### src/sv/sync_length_checksum_deframer_core_macros.svh
// assertion macros for the sync/length/checksum deframer
// depends on nothing; included by sync_length_checksum_deframer_core.sv
`ifndef SYNC_LENGTH_CHECKSUM_DEFRAMER_CORE_MACROS_SVH
`define SYNC_LENGTH_CHECKSUM_DEFRAMER_CORE_MACROS_SVH

// same-cycle implication, checked outside reset
`define SLCD_ASSERT_NOW(label, ante, cons, msg) \
   label: assert property (@(posedge clock) disable iff (reset) (ante) |-> (cons)) \
      else $error(msg);

// next-cycle implication, checked outside reset
`define SLCD_ASSERT_NEXT(label, ante, cons, msg) \
   label: assert property (@(posedge clock) disable iff (reset) (ante) |=> (cons)) \
      else $error(msg);

`endif

### src/sv/slcd_pkg.sv
// types and constants of the sync/length/checksum deframer
// depends on nothing
package slcd_pkg;

   // sync byte that opens a frame and seeds the checksum
   localparam logic [7:0] FRAME_SYNC = 8'h55;

   // store slots ahead of the data: command and length
   localparam int HDR_BYTES = 2;

   // frame receive and replay sequencer
   typedef enum logic [2:0] {
      ST_IDLE,
      ST_CMD,
      ST_LEN,
      ST_BODY,
      ST_FETCH,
      ST_LOAD
   } state_type;

endpackage

### src/sv/sync_length_checksum_deframer_core.sv
// Sync/length/checksum frame receiver: usage
// req_* carries received serial bytes, one word per accepted handshake.
// While idle every word but the sync byte 0x55 is dropped. After sync the
// block takes a command word, a length word (above MAX_DATA abandons the
// frame), that many data words and a checksum word. The checksum must equal
// 0x55 plus command, length and data words, modulo 256.
// rsp_* replays a good frame as command, length, data words, rsp_tlast on
// the final one. A bad frame gives no words.
// Throughput: one input word per cycle while a frame is being received.
// After the checksum word req_tready stays low for the replay, which reads
// the frame memory one word per cycle: after the checksum is accepted the
// fetch state reads the first word into the read register, and it moves on
// into the output register, then one word per cycle that rsp_tready is
// high. The single memory read port sets that pace.
// A stalled receiver holds the replay; the last word sits in the output
// register while the block already takes the next input word.
// Reset (synchronous, active high) returns to idle and drops any frame in
// progress or in replay; the frame memory is not cleared.
// depends on slcd_pkg and sync_length_checksum_deframer_core_macros.svh
`include "sync_length_checksum_deframer_core_macros.svh"

module sync_length_checksum_deframer_core #(
   parameter int MAX_DATA = 15
) (
   input  logic       clock,
   input  logic       reset,
   // received byte stream
   input  logic       req_tvalid,
   output logic       req_tready,
   input  logic [7:0] req_tdata,   // [7:0] rx_byte
   // checked frame stream
   output logic       rsp_tvalid,
   input  logic       rsp_tready,
   output logic [7:0] rsp_tdata,   // [7:0] frame_byte
   output logic       rsp_tlast    // last_byte
);
   import slcd_pkg::*;

   localparam int STORE_DEPTH = MAX_DATA + 3;
   localparam int IDX_W       = $clog2(STORE_DEPTH);
   localparam int LEN_W       = $clog2(MAX_DATA + 1);

   // frame memory: command, length, data words
   logic [7:0]       mem [STORE_DEPTH];

   state_type        state_ff, state_in;
   logic [IDX_W-1:0] idx_ff, idx_in;
   logic [LEN_W-1:0] len_ff, len_in;
   logic [7:0]       sum_ff, sum_in;
   logic [IDX_W-1:0] rd_ptr_ff, rd_ptr_in;
   logic [7:0]       rd_q_ff;
   logic             rsp_valid_ff;
   logic [7:0]       rsp_data_ff;
   logic             rsp_last_ff;

   logic             req_acc;
   logic             mem_we;
   logic [IDX_W-1:0] wr_addr;
   logic             rd_en;
   logic [IDX_W-1:0] rd_addr;
   logic             out_free;
   logic             out_load;
   logic             at_checksum;
   logic             at_last;

   assign req_acc     = req_tvalid && req_tready;
   assign out_free    = !rsp_valid_ff || rsp_tready;
   assign at_checksum = idx_ff == (IDX_W'(len_ff) + IDX_W'(HDR_BYTES));
   assign at_last     = rd_ptr_ff == (IDX_W'(len_ff) + IDX_W'(HDR_BYTES - 1));

   // input is taken in every receive state, held off during replay
   assign req_tready = (state_ff == ST_IDLE) || (state_ff == ST_CMD) ||
                       (state_ff == ST_LEN)  || (state_ff == ST_BODY);

   // sequencer: receive, check, replay
   always_comb begin
      state_in  = state_ff;
      idx_in    = idx_ff;
      len_in    = len_ff;
      sum_in    = sum_ff;
      rd_ptr_in = rd_ptr_ff;
      mem_we    = 1'b0;
      wr_addr   = idx_ff;
      rd_en     = 1'b0;
      rd_addr   = rd_ptr_ff;
      out_load  = 1'b0;
      unique case (state_ff)
         ST_IDLE: begin
            if (req_acc && (req_tdata == FRAME_SYNC)) begin
               sum_in   = FRAME_SYNC;
               state_in = ST_CMD;
            end
         end
         ST_CMD: begin
            if (req_acc) begin
               mem_we   = 1'b1;
               wr_addr  = '0;
               sum_in   = sum_ff + req_tdata;
               state_in = ST_LEN;
            end
         end
         ST_LEN: begin
            if (req_acc) begin
               if (req_tdata > 8'(MAX_DATA)) begin
                  state_in = ST_IDLE;
               end else begin
                  mem_we   = 1'b1;
                  wr_addr  = IDX_W'(1);
                  len_in   = req_tdata[LEN_W-1:0];
                  sum_in   = sum_ff + req_tdata;
                  idx_in   = IDX_W'(HDR_BYTES);
                  state_in = ST_BODY;
               end
            end
         end
         ST_BODY: begin
            if (req_acc) begin
               if (at_checksum) begin
                  rd_ptr_in = '0;
                  state_in  = (req_tdata == sum_ff) ? ST_FETCH : ST_IDLE;
               end else begin
                  mem_we = 1'b1;
                  sum_in = sum_ff + req_tdata;
                  idx_in = idx_ff + IDX_W'(1);
               end
            end
         end
         ST_FETCH: begin
            // no writes during replay, so reads never race a write
            rd_en    = 1'b1;
            state_in = ST_LOAD;
         end
         ST_LOAD: begin
            if (out_free) begin
               out_load = 1'b1;
               if (at_last) begin
                  state_in = ST_IDLE;
               end else begin
                  rd_en     = 1'b1;
                  rd_addr   = rd_ptr_ff + IDX_W'(1);
                  rd_ptr_in = rd_ptr_ff + IDX_W'(1);
               end
            end
         end
         default: begin
            state_in = ST_IDLE;
         end
      endcase
   end

   // control registers
   always_ff @(posedge clock) begin
      if (reset) begin
         state_ff     <= ST_IDLE;
         sum_ff       <= FRAME_SYNC;
         rsp_valid_ff <= 1'b0;
      end else begin
         state_ff <= state_in;
         sum_ff   <= sum_in;
         if (out_load) begin
            rsp_valid_ff <= 1'b1;
         end else if (rsp_tready) begin
            rsp_valid_ff <= 1'b0;
         end
      end
   end

   // counters and output word
   always_ff @(posedge clock) begin
      idx_ff    <= idx_in;
      len_ff    <= len_in;
      rd_ptr_ff <= rd_ptr_in;
      if (out_load) begin
         rsp_data_ff <= rd_q_ff;
         rsp_last_ff <= at_last;
      end
   end

   // frame memory, one write and one registered read port
   always_ff @(posedge clock) begin
      if (mem_we) begin
         mem[wr_addr] <= req_tdata;
      end
      if (rd_en) begin
         rd_q_ff <= mem[rd_addr];
      end
   end

   assign rsp_tvalid = rsp_valid_ff;
   assign rsp_tdata  = rsp_data_ff;
   assign rsp_tlast  = rsp_last_ff;

   // replay always starts at the command word
   `SLCD_ASSERT_NOW(a_fetch_from_start, state_ff == ST_FETCH, rd_ptr_ff == '0,
                    "replay not at start")
   // body index never runs past the checksum slot
   `SLCD_ASSERT_NOW(a_body_bound, state_ff == ST_BODY,
                    idx_ff <= (IDX_W'(len_ff) + IDX_W'(HDR_BYTES)), "body index past checksum")
   // loading the final word ends the replay and shows tlast
   `SLCD_ASSERT_NEXT(a_last_ends, out_load && at_last,
                     (state_ff == ST_IDLE) && rsp_tvalid && rsp_tlast,
                     "replay did not end on last word")

endmodule
### config.mk
export PLATFORM = sky130hd
export DESIGN_NAME = sync_length_checksum_deframer_core
export DESIGN_NICKNAME = d
export VERILOG_FILES = /design/src/sv/slcd_pkg.sv /design/src/sv/sync_length_checksum_deframer_core.sv
export VERILOG_INCLUDE_DIRS = /design/src /design/src/sv
export SDC_FILE = /design/constraint.sdc
export NUM_CORES = 1
export LEC_CHECK = 0
export BUFFER_PORTS_ARGS = -buffer_cell sky130_fd_sc_hd__buf_2
export CAP_MARGIN = 20
export CORE_MARGIN = 2
export CORE_UTILIZATION = 40
export CTS_CLUSTER_DIAMETER = 30
export DETAILED_ROUTE_END_ITERATION = 7
export GPL_TIMING_DRIVEN = 0
export PLACE_DENSITY_LB_ADDON = 0.3
export SYNTH_ARGS = -nofsm -noshare
export SYNTH_HDL_FRONTEND = slang
export SYNTH_SLANG_ARGS = --single-unit
### constraint.sdc
create_clock -name clock -period 5 [get_ports clock]
set_input_delay 0.75 -clock clock [delete_from_list [all_inputs] [get_ports clock]]
set_output_delay 0.75 -clock clock [all_outputs]
set_load 0.02 [all_outputs]
==> results of run 1 <==
-- layout make-up --
class	count	area, sq um
fill	1873	11400
clock inverter	14	145
buffer	36	184
clock buffer	17	425
tap	275	344
inverter	13	50.0
sequential	187	5500
multi-input combinational	446	2960
timing repair buffer	22	110
-- path summary, 6_finish.rpt --
| check | startpoint | end | slack, ns | cells past startpoint |
|---|---|---|---|---|
| max | state_ff[1] | rd_q_ff[3] | 1.28 | 11 |
| min reg2reg | rd_q_ff[1] | rsp_tdata[1] | 0.42 | 0 |
| max reg2reg | state_ff[1] | rd_q_ff[3] | 1.28 | 11 |
| min | rd_q_ff[1] | rsp_tdata[1] | 0.42 | 0 |
-- worst reg2reg max path: stages, from the launching register on --
cell and delay (ns):
dfxtp_1 0.29, clkbuf_1 0.18, and3b_1 0.28, nand2_1 0.19, inv_1 0.24, clkbuf_1 0.43, clkbuf_1 0.88, a211oi_1 0.19
nor4_1 0.31, o21bai_1 0.26, a21oi_1 0.17, o211ai_1 0.13
-- cells by family after synthesis --
logic type,Yosys count,share of synthesized area
xor gates and xnor gates,26,0.0262
adders and majority gates,12,0.0181
buffers and inverters,49,0.0269
AOI/OAI and AO/OA,169,0.137
and+or+nand+nor,192,0.105
DFF,187,0.632
muxes,47,0.0543
-- synthesized netlist by cell type (all sizes together) (2+ instances only) --
| master | count |
|---|---|
| a2111oi | 2 |
| a211o | 3 |
| a211oi | 12 |
| a21o | 2 |
| a21oi | 23 |
| a221o | 4 |
| a221oi | 4 |
| a22oi | 2 |
| a2bb2oi | 3 |
| a31oi | 6 |
| buf | 18 |
| clkbuf | 18 |
| dfxtp | 12 |
| edfxtp | 175 |
| ha | 11 |
| inv | 12 |
| mux2i | 46 |
| nand2 | 40 |
| nand2b | 9 |
| nand3 | 12 |
| nand3b | 4 |
| nand4 | 4 |
| nand4b | 3 |
| nor2 | 64 |
| nor2b | 7 |
| nor3 | 30 |
| nor4 | 5 |
| o211ai | 8 |
| o21a | 2 |
| o21ai | 24 |
| o21bai | 8 |
| o221ai | 7 |
| o22ai | 44 |
| o311ai | 3 |
| o31ai | 6 |
| or2 | 3 |
| or3 | 6 |
| xnor2 | 13 |
| xor2 | 13 |
-- power by group through the flow --
stage	sequential (mW)	clock [mW]	combinational, mW
CTS	1.71	1.35	0.114
finish	1.71	1.33	0.114
floorplan	1.75	0	0.0653
global placement	1.75	0	0.108
global route	1.71	1.41	0.127
detailed placement	1.75	0	0.113
-- layout by cell type (no fill, tap or decap), types with 12 or more instances in the layout --
cell	netlist	routed
edfxtp_1	175	175
nor2_1	64	64
mux2i_1	46	46
o22ai_1	44	44
nand2_1	40	40
buf_2	9	31
nor3_1	30	30
a21oi_1	22	22
clkbuf_1	18	18
clkbuf_16	0	17
o21ai_0	16	16
xnor2_1	13	13
xor2_1	13	13
inv_1	12	12
nand3_1	12	12
a211oi_1	12	12
dfxtp_1	12	12
-- layer usage --
layer | up-vias | wire, microns | track usage
li1 | 2739 | - | -
met1 | 3011 | 9710 | 0.274
met2 | 270 | 10800 | 0.338
met3 | 32 | 1590 | 0.0380
met4 | 0 | 551 | 0.0808
met5 | - | 0 | 0
-- flip-flops by register name, indices dropped and copies added, names as in the netlist --
signal and cells:
mem 144, rd_q_ff 8, rsp_tdata 8, sum_ff 8
idx_ff 5, rd_ptr_ff 5, len_ff 4, state_ff 3
rsp_tlast 1, rsp_tvalid 1
==> summary.md, run 1 <==
| Metric | Value |
|---|---|
| Status | complete, no violations |
| IO Port Bufs | 22 |
| Floorplan core area | 21200 sq um |
| Dominant cells by area after synthesis | edfxtp_1 60%, mux2i_1 5.3%, o22ai_1 3.2%, dfxtp_1 2.8%, nor2_1 2.8% |
| Clk network pwr share | 0.422 |
| Switching Fraction | 0.215 |
| Placed cell area | a little over 9000 sq um |
| Seq/Total Area, Yosys | 0.632 |
| H-Tree Depth | 4 |
| CTS buffer count | 17 |
| FFs w/ async S/R, synth | 0 |
| Post-CTS setup buffers | 0 |
| Non-Filler Instances | between 1000 and 1500 |
| Final WS setup | around 1.3 ns |
| Syn Nets | 706 |
| Fraction of layout cells with a size suffix above 1 | 0.107 |
| Slowest-stage cell, CP | clkbuf_1 |
| Initial antenna violation count | 0 |
| Max incr delay on CP | roughly 0.88 ns |
| Setup Skew | approximately 0.013 ns |
| CTS tree | built |
| CP bufs+invs | 4 |
| Finish-stage setup viols | 0 |
| Crit-path most repeated cell | clkbuf_1 |
| Pre-CTS WS | 1.15 ns |
| CP Cell Sequence | clkbuf_1 -> and3b_1 -> nand2_1 -> inv_1 -> clkbuf_1 -> clkbuf_1 -> a211oi_1 -> nor4_1 -> o21bai_1 -> a21oi_1 -> o211ai_1 |
| Post-synthesis instance area | about 8700 sq um |
| Vias/cell | 5.99 |
| Die outline width | 151 microns |
| Clk_lat worst skew | 0.44 ns |
| DR WL/cell | 22.5 microns |
| Synth top area share | 0.605 |
| CTS max path bufs | 2 |
| Max VDD drop | 222 uV |
| Final hold viol count | 0 |
| Number of synthesized flops with an enable pin | 175 |
| Main flop type after synthesis | edfxtp_1 |
| Post-route antenna net violation count | 0 |
| Clock transition at path regs | 0.07 ns |
| Reg power frac | 0.542 |
| Worst endpoint required time | 5.27 ns |
| Syn Area/Cell | 12.7 sq um |
| Final GP Congestion | 0.897 |
| DRT Pass-1 Iters | 4 |
| Inst Count DP | 979 |
| Crit path capture type | register |
| Tot Pwr | 3.16 mW |
| Switch Pwr | 0.679 mW |
| Pwr dens | 325 nW/um^2 |
| RSZ-0062 raised after global routing | false |
| Gate power share | 0.036 |
| Slew Limit Fails | 0 |
| DR iter-0 viols | between 600 and 700 |
| Crit path max fanout | 18 |
| TritonCTS Sinks | between 150 and 200 |
| Flops & latches, synth | 187 |
| Hold Buf Count CTS | 0 |
| Nets | between 700 and 800 |
| Vias | 6052 |
| Residual DRC | 0 |
| Yosys warns | 0 |
| Grt total ovfl | 0 |
| FP Rows | between 50 and 60 |
| FMAX | 269 MHz |
| MaxCap Viol Count | 0 |
| Total wire length | 22.7 mm |
| Crit path DAT | 3.99 ns |
| Syn Inst Count | between 600 and 700 |
| Startpoint types | register |
| Vias in the first global route | around 6000 |
| HPWL Detailed | ~16 mm |
| Design area | 9710 sq um |
| IO Pins | 23 |
| Initial core utilization | 0.411 |
| GRT Total Usage | 0.207 |
| CP Class | reg -> reg |
| Setup TNS | 0 ns |
| Fin crit period | 3.72 ns |
| Max transition margin | 0.252 |
| Final Hold Slack | 0.420 ns |
| Internal power | 2.48 mW |
| Period utilization | 0.743 |
| First-pass GRT wire length | 34.6 mm |
| Die Y | 151 microns |
| P&R area growth vs syn | 11.8% |
| Count of cell types in the netlist | 63 |
| CP top delay family | buffers and inverters |
| Ant. Diodes | 0 |
| Area leader, netlist | edfxtp_1 |
| Die area | around 23000 sq um |
| Hold WC Path Type | reg -> reg |
| P_leak | 3.22 nW |
| Core Util, Final | 0.459 |
| Resize count post-CTS | 0 |
| Slew @ Worst Pin | 1.12 ns |
| Clk root buf | clkbuf_16 |
| Largest net degree at the start of global routing | 23 |
Note: power is estimated with default switching activity, not from simulation.
==> run 2: changes to the inputs <==
Settings changed: ABC_AREA from default to 1.
Clock period 5 ns to 3.4 ns, I/O delays scaled along.
==> run 2 against run 1 <==
  * Synthesized cell count up 27%
  * Total power up 46%
  * Critical endpoint is now mem[0][0]
  * Hold slack better by 0.0031 ns
  * Highest routed layer unchanged
  * Die area up 2.1%
==> summary.md, run 2 <==
| Metric | Value |
|---|---|
| Total wire length | 21.3 mm (-5.9%) |
| CTS tree | built |
| Count of cell types in the netlist | 37 (-41%) |
| Dominant cells by area after synthesis | edfxtp_1 59%, nand3_1 9.3%, nand2_1 6.5%, inv_1 6.1%, dfxtp_1 2.7% |
| FP Rows | 54 (+1.9%) |
| Floorplan core area | 21800 sq um (+3.2%) |
| Reg2Reg Depth | 15 (+4) |
| Nets | 936 (+25%) |
| Largest net degree at the start of global routing | 23 (unchanged) |
| Critical R2R Launch | len_ff[0] |
| DR iter-0 viols | 603 (-1.8%) |
| FFs w/ async S/R, synth | 0 (unchanged) |
| Die Y | 153 microns (+1.1%) |
| FMAX | 307 MHz (+14%) |
| Hold Path Depth | 0 (unchanged) |
| CP Cell Sequence | ha_1 -> inv_1 -> nand2_1 -> nand2_1 -> nor2_1 -> nand2_1 -> nor2_2 -> nand2_2 -> o21ai_2 -> nand3_1 -> inv_2 -> nand2_2 -> nand2_2 -> nand3_1 -> nor2_2 |
| Most common cell after layout, fill and taps aside | edfxtp_1 |
| Pwr dens | 461 nW/um^2 (+42%) |
| Most frequent cell after synthesis | edfxtp_1 |
| Fin crit period | 3.25 ns (-0.463 ns) |
| Most frequent cells in the layout | 175 x edfxtp_1, 165 x nand3_1, 153 x nand2_1 |
| Hold WC Path Type | reg -> reg |
| CP top delay family | simple AND/OR/NAND/NOR gates |
| Fillers | 2021 (+7.9%) |
| Clock transition at path regs | 0.07 ns (about the same) |
| Startpoint types | register |
| Main flop type after synthesis | edfxtp_1 |
| Hold EP | rsp_tdata[4] |
| Slowest-stage cell, CP | nor2_2 |
| First-pass GRT wire length | 32.8 mm (-5.1%) |
| Residual DRC | 0 (unchanged) |
| Flop2flop setup slack | 0.15 ns (-1.14 ns) |
| Yosys warns | 0 (unchanged) |
| MaxCap Viol Count | 0 (unchanged) |
| Syn Inst Count | 869 (+27%) |
| Fraction of layout cells with a size suffix above 1 | 0.149 (+0.0417) |
| Die outline width | 153 microns (+1.1%) |
| Tot Pwr | 4.63 mW (+46%) |
| Vias | 6191 (+2.3%) |
| HPWL Detailed | 14.5 mm (-8.4%) |
| Slew Limit Fails | 0 (unchanged) |
| Area leader, netlist | edfxtp_1 |
| CTS max path bufs | 2 (unchanged) |
| Setup Skew | 0.00941 ns (-0.00323 ns) |
| Pre-CTS WS | -0.308 ns (-1.46 ns) |
| Final GP Congestion | 0.847 (-5.7%) |
| Initial antenna violation count | 0 (unchanged) |
| Max transition margin | 0.487 (+0.234) |
| Final WS setup | 0.145 ns (-1.14 ns) |
| Die area | 23400 sq um (+2.1%) |
| Finish-stage setup viols | 0 (unchanged) |
| Final hold viol count | 0 (unchanged) |
| DR WL/cell | 17.7 microns (-21%) |
| Crit path capture type | register |
| P&R area growth vs syn | 13.0% |
| Syn Area/Cell | 10.2 sq um (-20%) |
| TritonCTS Sinks | 187 (unchanged) |
| Hold_sp | rd_q_ff[4] |
| Ant. Diodes | 0 (unchanged) |
| Clk root buf | clkbuf_16 |
| Reg-to-reg endpoint | mem[0][0] |
| DRT Pass-1 Iters | 8 (+4) |
| Initial core utilization | 0.407 (-0.00394) |
| CTS buffer count | 17 (unchanged) |
| Vias/cell | 5.14 (-14%) |
| RSZ-0062 raised after global routing | true |
| Clk_lat worst skew | 0.44 ns (about the same) |
| Vias in the first global route | 5928 (-1.1%) |
| Synth top area share | 0.592 (-0.0129) |
| Grt total ovfl | 0 (unchanged) |
| H-Tree Depth | 4 (unchanged) |
| Flops & latches, synth | 187 (unchanged) |
| Commonest cells post-synth | 175 x edfxtp_1, 165 x nand3_1, 154 x nand2_1, 145 x inv_1, 53 x nor2_1 |
| Status | complete, no violations |
| Syn Nets | 893 (+26%) |
| Biggest register | mem |
| Seq/Total Area, Yosys | 0.619 (-0.0135) |
| P_leak | 4.09 nW (+27%) |
| Slew @ Worst Pin | 0.767 ns (-0.354 ns) |
| Max reg flops | 144 (unchanged) |
| Worst endpoint required time | 3.48 ns (-1.79 ns) |
| IO Pins | 23 (unchanged) |
| Post-synthesis instance area | 8880 sq um (+2.2%) |
| Max VDD drop | 356 uV (+60%) |
| Multi-input logic area | 2680 sq um (-9.5%) |
| Number of synthesized flops with an enable pin | 175 (unchanged) |
| CP bufs+invs | 2 (-2) |
| CP Class | reg -> reg |
| Register Area | 5500 sq um (unchanged) |
| Post-route antenna net violation count | 0 (unchanged) |
| Period utilization | 0.957 (+0.214) |
| IO Port Bufs | 21 (-4.5%) |
| Crit path DAT | 3.34 ns (-0.65 ns) |
| Crit path max fanout | 8 (-10) |
| Max incr delay on CP | 0.51 ns (-0.37 ns) |
| GRT Total Usage | 0.186 (-0.0215) |
[run 2: metal layers]
layer | global-route usage | vias up | wire [microns]
met5 | 0 | - | 0
met4 | 0.0754 | 0 | 487
met3 | 0.0394 | 43 | 1400
met2 | 0.300 | 210 | 10200
met1 | 0.245 | 2940 | 9290
li1 | - | 2998 | -
[run 2: logic make-up after synthesis]
family                     share of synthesized area
and+or+nand+nor                                0.226
DFF                                            0.619
buffers and inverters                         0.0891
AOI/OAI and AO/OA                             0.0278
adders and majority gates                     0.0178
xor gates and xnor gates                     0.00987
muxes                                         0.0101
[run 2: power by group]
| group | switching (mW) | leakage, nW | internal, mW |
|---|---|---|---|
| logic | 0.126 | 2.17 | 0.0493 |
| clock network | 0.905 | 0.269 | 1.02 |
| registers | 0.00827 | 1.66 | 2.52 |
[run 2: layout make-up]
type / count / area share
repair buffers: 24 / 0.0150
inverters: 150 / 0.0561
clock buffers: 17 / 0.0424
plain buffers: 32 / 0.0227
multi-input cells: 500 / 0.267
well taps: 280 / 0.0349
flip-flops and latches: 187 / 0.548
clock inverters: 15 / 0.0141
[run 2: timing repair]
action	CTS	global route
pin swaps	0	3
resized for setup	15	13
hold buffers	0	0
setup endpoints to repair	112	145
setup buffers	0	2
[run 2: stage by stage]
step           utilization  TNS [ns]  hold slack [ns]  area [sq um]  std cells
6_report             0.460         0            0.423         10000       1205
5_1_grt              0.460     -4.02            0.429         10000       1205
4_1_cts              0.456     -1.15            0.425          9950       1203
3_5_place_dp         0.428    -27.45            0.408          9340       1171
3_3_place_gp         0.428    -21.97            0.403          9330       1170
2_1_floorplan            -         0            0.400          8880        869
[run 2: how the worst max path moves through the flow]
stage | start | slack (ns) | cells past startpoint | endpoint
6_report | len_ff[0] | 0.15 | 15 | mem[0][0]
4_1_cts | len_ff[0] | -0.05 | 15 | mem[16][4]
5_1_grt | len_ff[0] | -0.1 | 15 | mem[7][7]
2_1_floorplan | len_ff[0] | 0.63 | 17 | mem[9][0]
3_3_place_gp | req_tdata[4] | -0.27 | 9 | mem[0][3]
3_5_place_dp | req_tdata[4] | -0.31 | 9 | mem[16][6]
==> run 3: changes to the inputs <==
Settings changed: CELL_PAD_IN_SITES_DETAIL_PLACEMENT from default to 0, CELL_PAD_IN_SITES_GLOBAL_PLACEMENT from default to 1, CTS_CLUSTER_SIZE from default to 16.
==> run 3 against run 2 <==
  * Die area is the same
  * Final cell count grew 0.17%
  * Register-to-register slack lost 0.05 ns
  * First-iteration DRC count shrank 12%
  * Clock power grew 3%
  * Clock skew grew 0.0066 ns
  * Fmax shrank 1.4%
  * Sequential share of layout area shrank 0.43 points
  * Global-route usage grew 0.64 points
  * Via count shrank 2.0%
  * Utilization grew 0.36 points
  * Non-clock buffer count grew 2
  * Critical path type unchanged
  * Largest cell class unchanged
  * Highest routed layer unchanged
==> summary.md, run 3 (same netlist as run 2, synthesis figures left out) <==
| Metric | Value |
|---|---|
| Status | complete, no violations |
| TritonCTS Sinks | 187 (unchanged) |
| DR iter-0 viols | 528 (-12%) |
| Floorplan core area | 21800 sq um (unchanged) |
| Placed cell area | 9340 sq um (unchanged) |
| Ant. Diodes | 0 (unchanged) |
| P_leak | 4.12 nW (+0.61%) |
| FMAX | 303 MHz (-1.4%) |
| Hold Path Depth | 0 (unchanged) |
| Slew @ Worst Pin | 0.801 ns (+0.0334 ns) |
| FP Rows | 54 (unchanged) |
| CP bufs+invs | 0 (-2) |
| Hold Buf Count CTS | 0 (unchanged) |
| Initial antenna violation count | 0 (unchanged) |
| CTS max path bufs | 2 (unchanged) |
| Clk root buf | clkbuf_16 |
| P&R area growth vs syn | 13.9% |
| HPWL Detailed | 14.7 mm (+1.1%) |
| Largest net degree at the start of global routing | 23 (unchanged) |
| Non-Filler Instances | 1207 (+0.17%) |
| Final WS setup | 0.0991 ns (-0.0461 ns) |
| Vias/cell | 5.03 (-2.1%) |
| Finish-stage setup viols | 0 (unchanged) |
| Reg-to-reg endpoint | mem[15][7] |
| Die Y | 153 microns (unchanged) |
| Flop2flop setup slack | 0.1 ns (-0.05 ns) |
| Max transition margin | 0.464 (-0.0224) |
| Final hold viol count | 0 (unchanged) |
| Final Hold Slack | 0.422 ns (-0.000645 ns) |
| Vias | 6070 (-2.0%) |
| Slew Limit Fails | 0 (unchanged) |
| GRT Total Usage | 0.192 (+0.00639) |
| Crit path to | mem[15][7] |
| Core Util, Final | 0.463 (+0.00361) |
| Hold WC Path Type | reg -> reg |
| MaxCap Viol Count | 0 (unchanged) |
| DRT Pass-1 Iters | 5 (-3) |
| Clk_lat worst skew | 0.44 ns (about the same) |
| Vias in the first global route | 5876 (-0.88%) |
| Initial core utilization | 0.407 (unchanged) |
| Fillers | 2068 (+2.3%) |
| Pwr dens | 463 nW/um^2 (+0.31%) |
| Cell depth of the worst setup path | 9 (-6) |
| Post-route antenna net violation count | 0 (unchanged) |
| Setup TNS | 0 ns (unchanged) |
| Period utilization | 0.971 (+0.0136) |
| Die outline width | 153 microns (unchanged) |
| Residual DRC | 0 (unchanged) |
| Crit path max fanout | 10 (+2) |
| Total wire length | 21.8 mm (+2.1%) |
| Reg2Reg Depth | 9 (-6) |
| Worst Setup SP | len_ff[2] |
| Fraction of layout cells with a size suffix above 1 | 0.152 (+0.00291) |
| IO Pins | 23 (unchanged) |
| Setup Skew | 0.0160 ns (+0.00658 ns) |
| CP Cell Sequence | ha_1 -> xnor2_1 -> xor2_1 -> nor4_1 -> nand2_1 -> nand2_2 -> nor2_1 -> nand2_1 -> nor2_1 |
| Nets | 938 (+0.21%) |
| CP top delay family | simple AND/OR/NAND/NOR gates |
| Slowest-stage cell, CP | nor2_1 |
| CP Class | reg -> reg |
| Startpoint types | register |
| Grt total ovfl | 0 (unchanged) |
| Worst endpoint required time | 3.47 ns (about the same) |
| Max VDD drop | 348 uV (-2.2%) |
| Biggest register | mem |
| Crit path capture type | register |
| Tot Pwr | 4.68 mW (+1.1%) |
| Critical R2R Launch | len_ff[2] |
| IO Port Bufs | 21 (unchanged) |
| Fin crit period | 3.30 ns (+0.0461 ns) |
| Hold_sp | rd_q_ff[5] |
| Clock transition at path regs | 0.08 ns (about the same) |
| Max reg flops | 144 (unchanged) |
| Final GP Congestion | 0.809 (-4.5%) |
| Pre-CTS WS | -0.362 ns (-0.0535 ns) |
| First-pass GRT wire length | 33.9 mm (+3.2%) |
| CTS tree | built |
| Die area | 23400 sq um (unchanged) |
| Most common cell after layout, fill and taps aside | edfxtp_1 |
| H-Tree Depth | 4 (unchanged) |
| RSZ-0062 raised after global routing | true |
| Design area | 10100 sq um (+0.79%) |
| Crit path DAT | 3.37 ns (+0.03 ns) |
| DR WL/cell | 18.1 microns (+1.9%) |
| CTS buffer count | 17 (unchanged) |
| Max incr delay on CP | 0.65 ns (+0.14 ns) |
| Most frequent cells in the layout | 175 x edfxtp_1, 163 x nand3_1, 152 x nand2_1 |
| Inst Count DP | 1171 (unchanged) |
## run 3: worst min path at each step
stage	endpoint	slack (ns)
after floorplan	rsp_tdata[0]	0.40
after global placement	rsp_tdata[4]	0.40
after detailed placement	rsp_tdata[5]	0.40
after CTS	rsp_tdata[5]	0.42
after global routing	rsp_tdata[1]	0.43
final	rsp_tdata[5]	0.42
## run 3: cell type report
type,count,area [sq um],share of cell area
Buffer,32,228,0.0225
Sequential cell,187,5500,0.544
Multi-Input combinational cell,500,2730,0.270
Inverter,150,563,0.0557
Timing Repair Buffer,26,165,0.0163
Clock buffer,17,425,0.0421
Clock inverter,15,153,0.0151
Tap cell,280,350,0.0347
## run 3: where the power goes
part | switching, mW | internal [mW] | total [mW] | leakage, nW
registers | 0.00834 | 2.52 | 2.53 | 1.66
logic | 0.127 | 0.0491 | 0.176 | 2.18
clock network | 0.939 | 1.04 | 1.98 | 0.282
total | 1.07 | 3.61 | 4.68 | 4.12
## run 3: repair_timing
action                     in CTS  in global routing
resized for setup              17                 21
hold endpoints to repair        0                  0
pin swaps                       1                  3
gates cloned                    0                  0
setup buffers                   0                  4
setup endpoints to repair     112                149
## run 3: per-layer routing
metal	share of wire	vias up	track usage
met5	0	-	0
met4	0.012	0	0.0485
met3	0.031	19	0.0301
met2	0.47	120	0.306
met1	0.49	2927	0.276
li1	-	3004	-
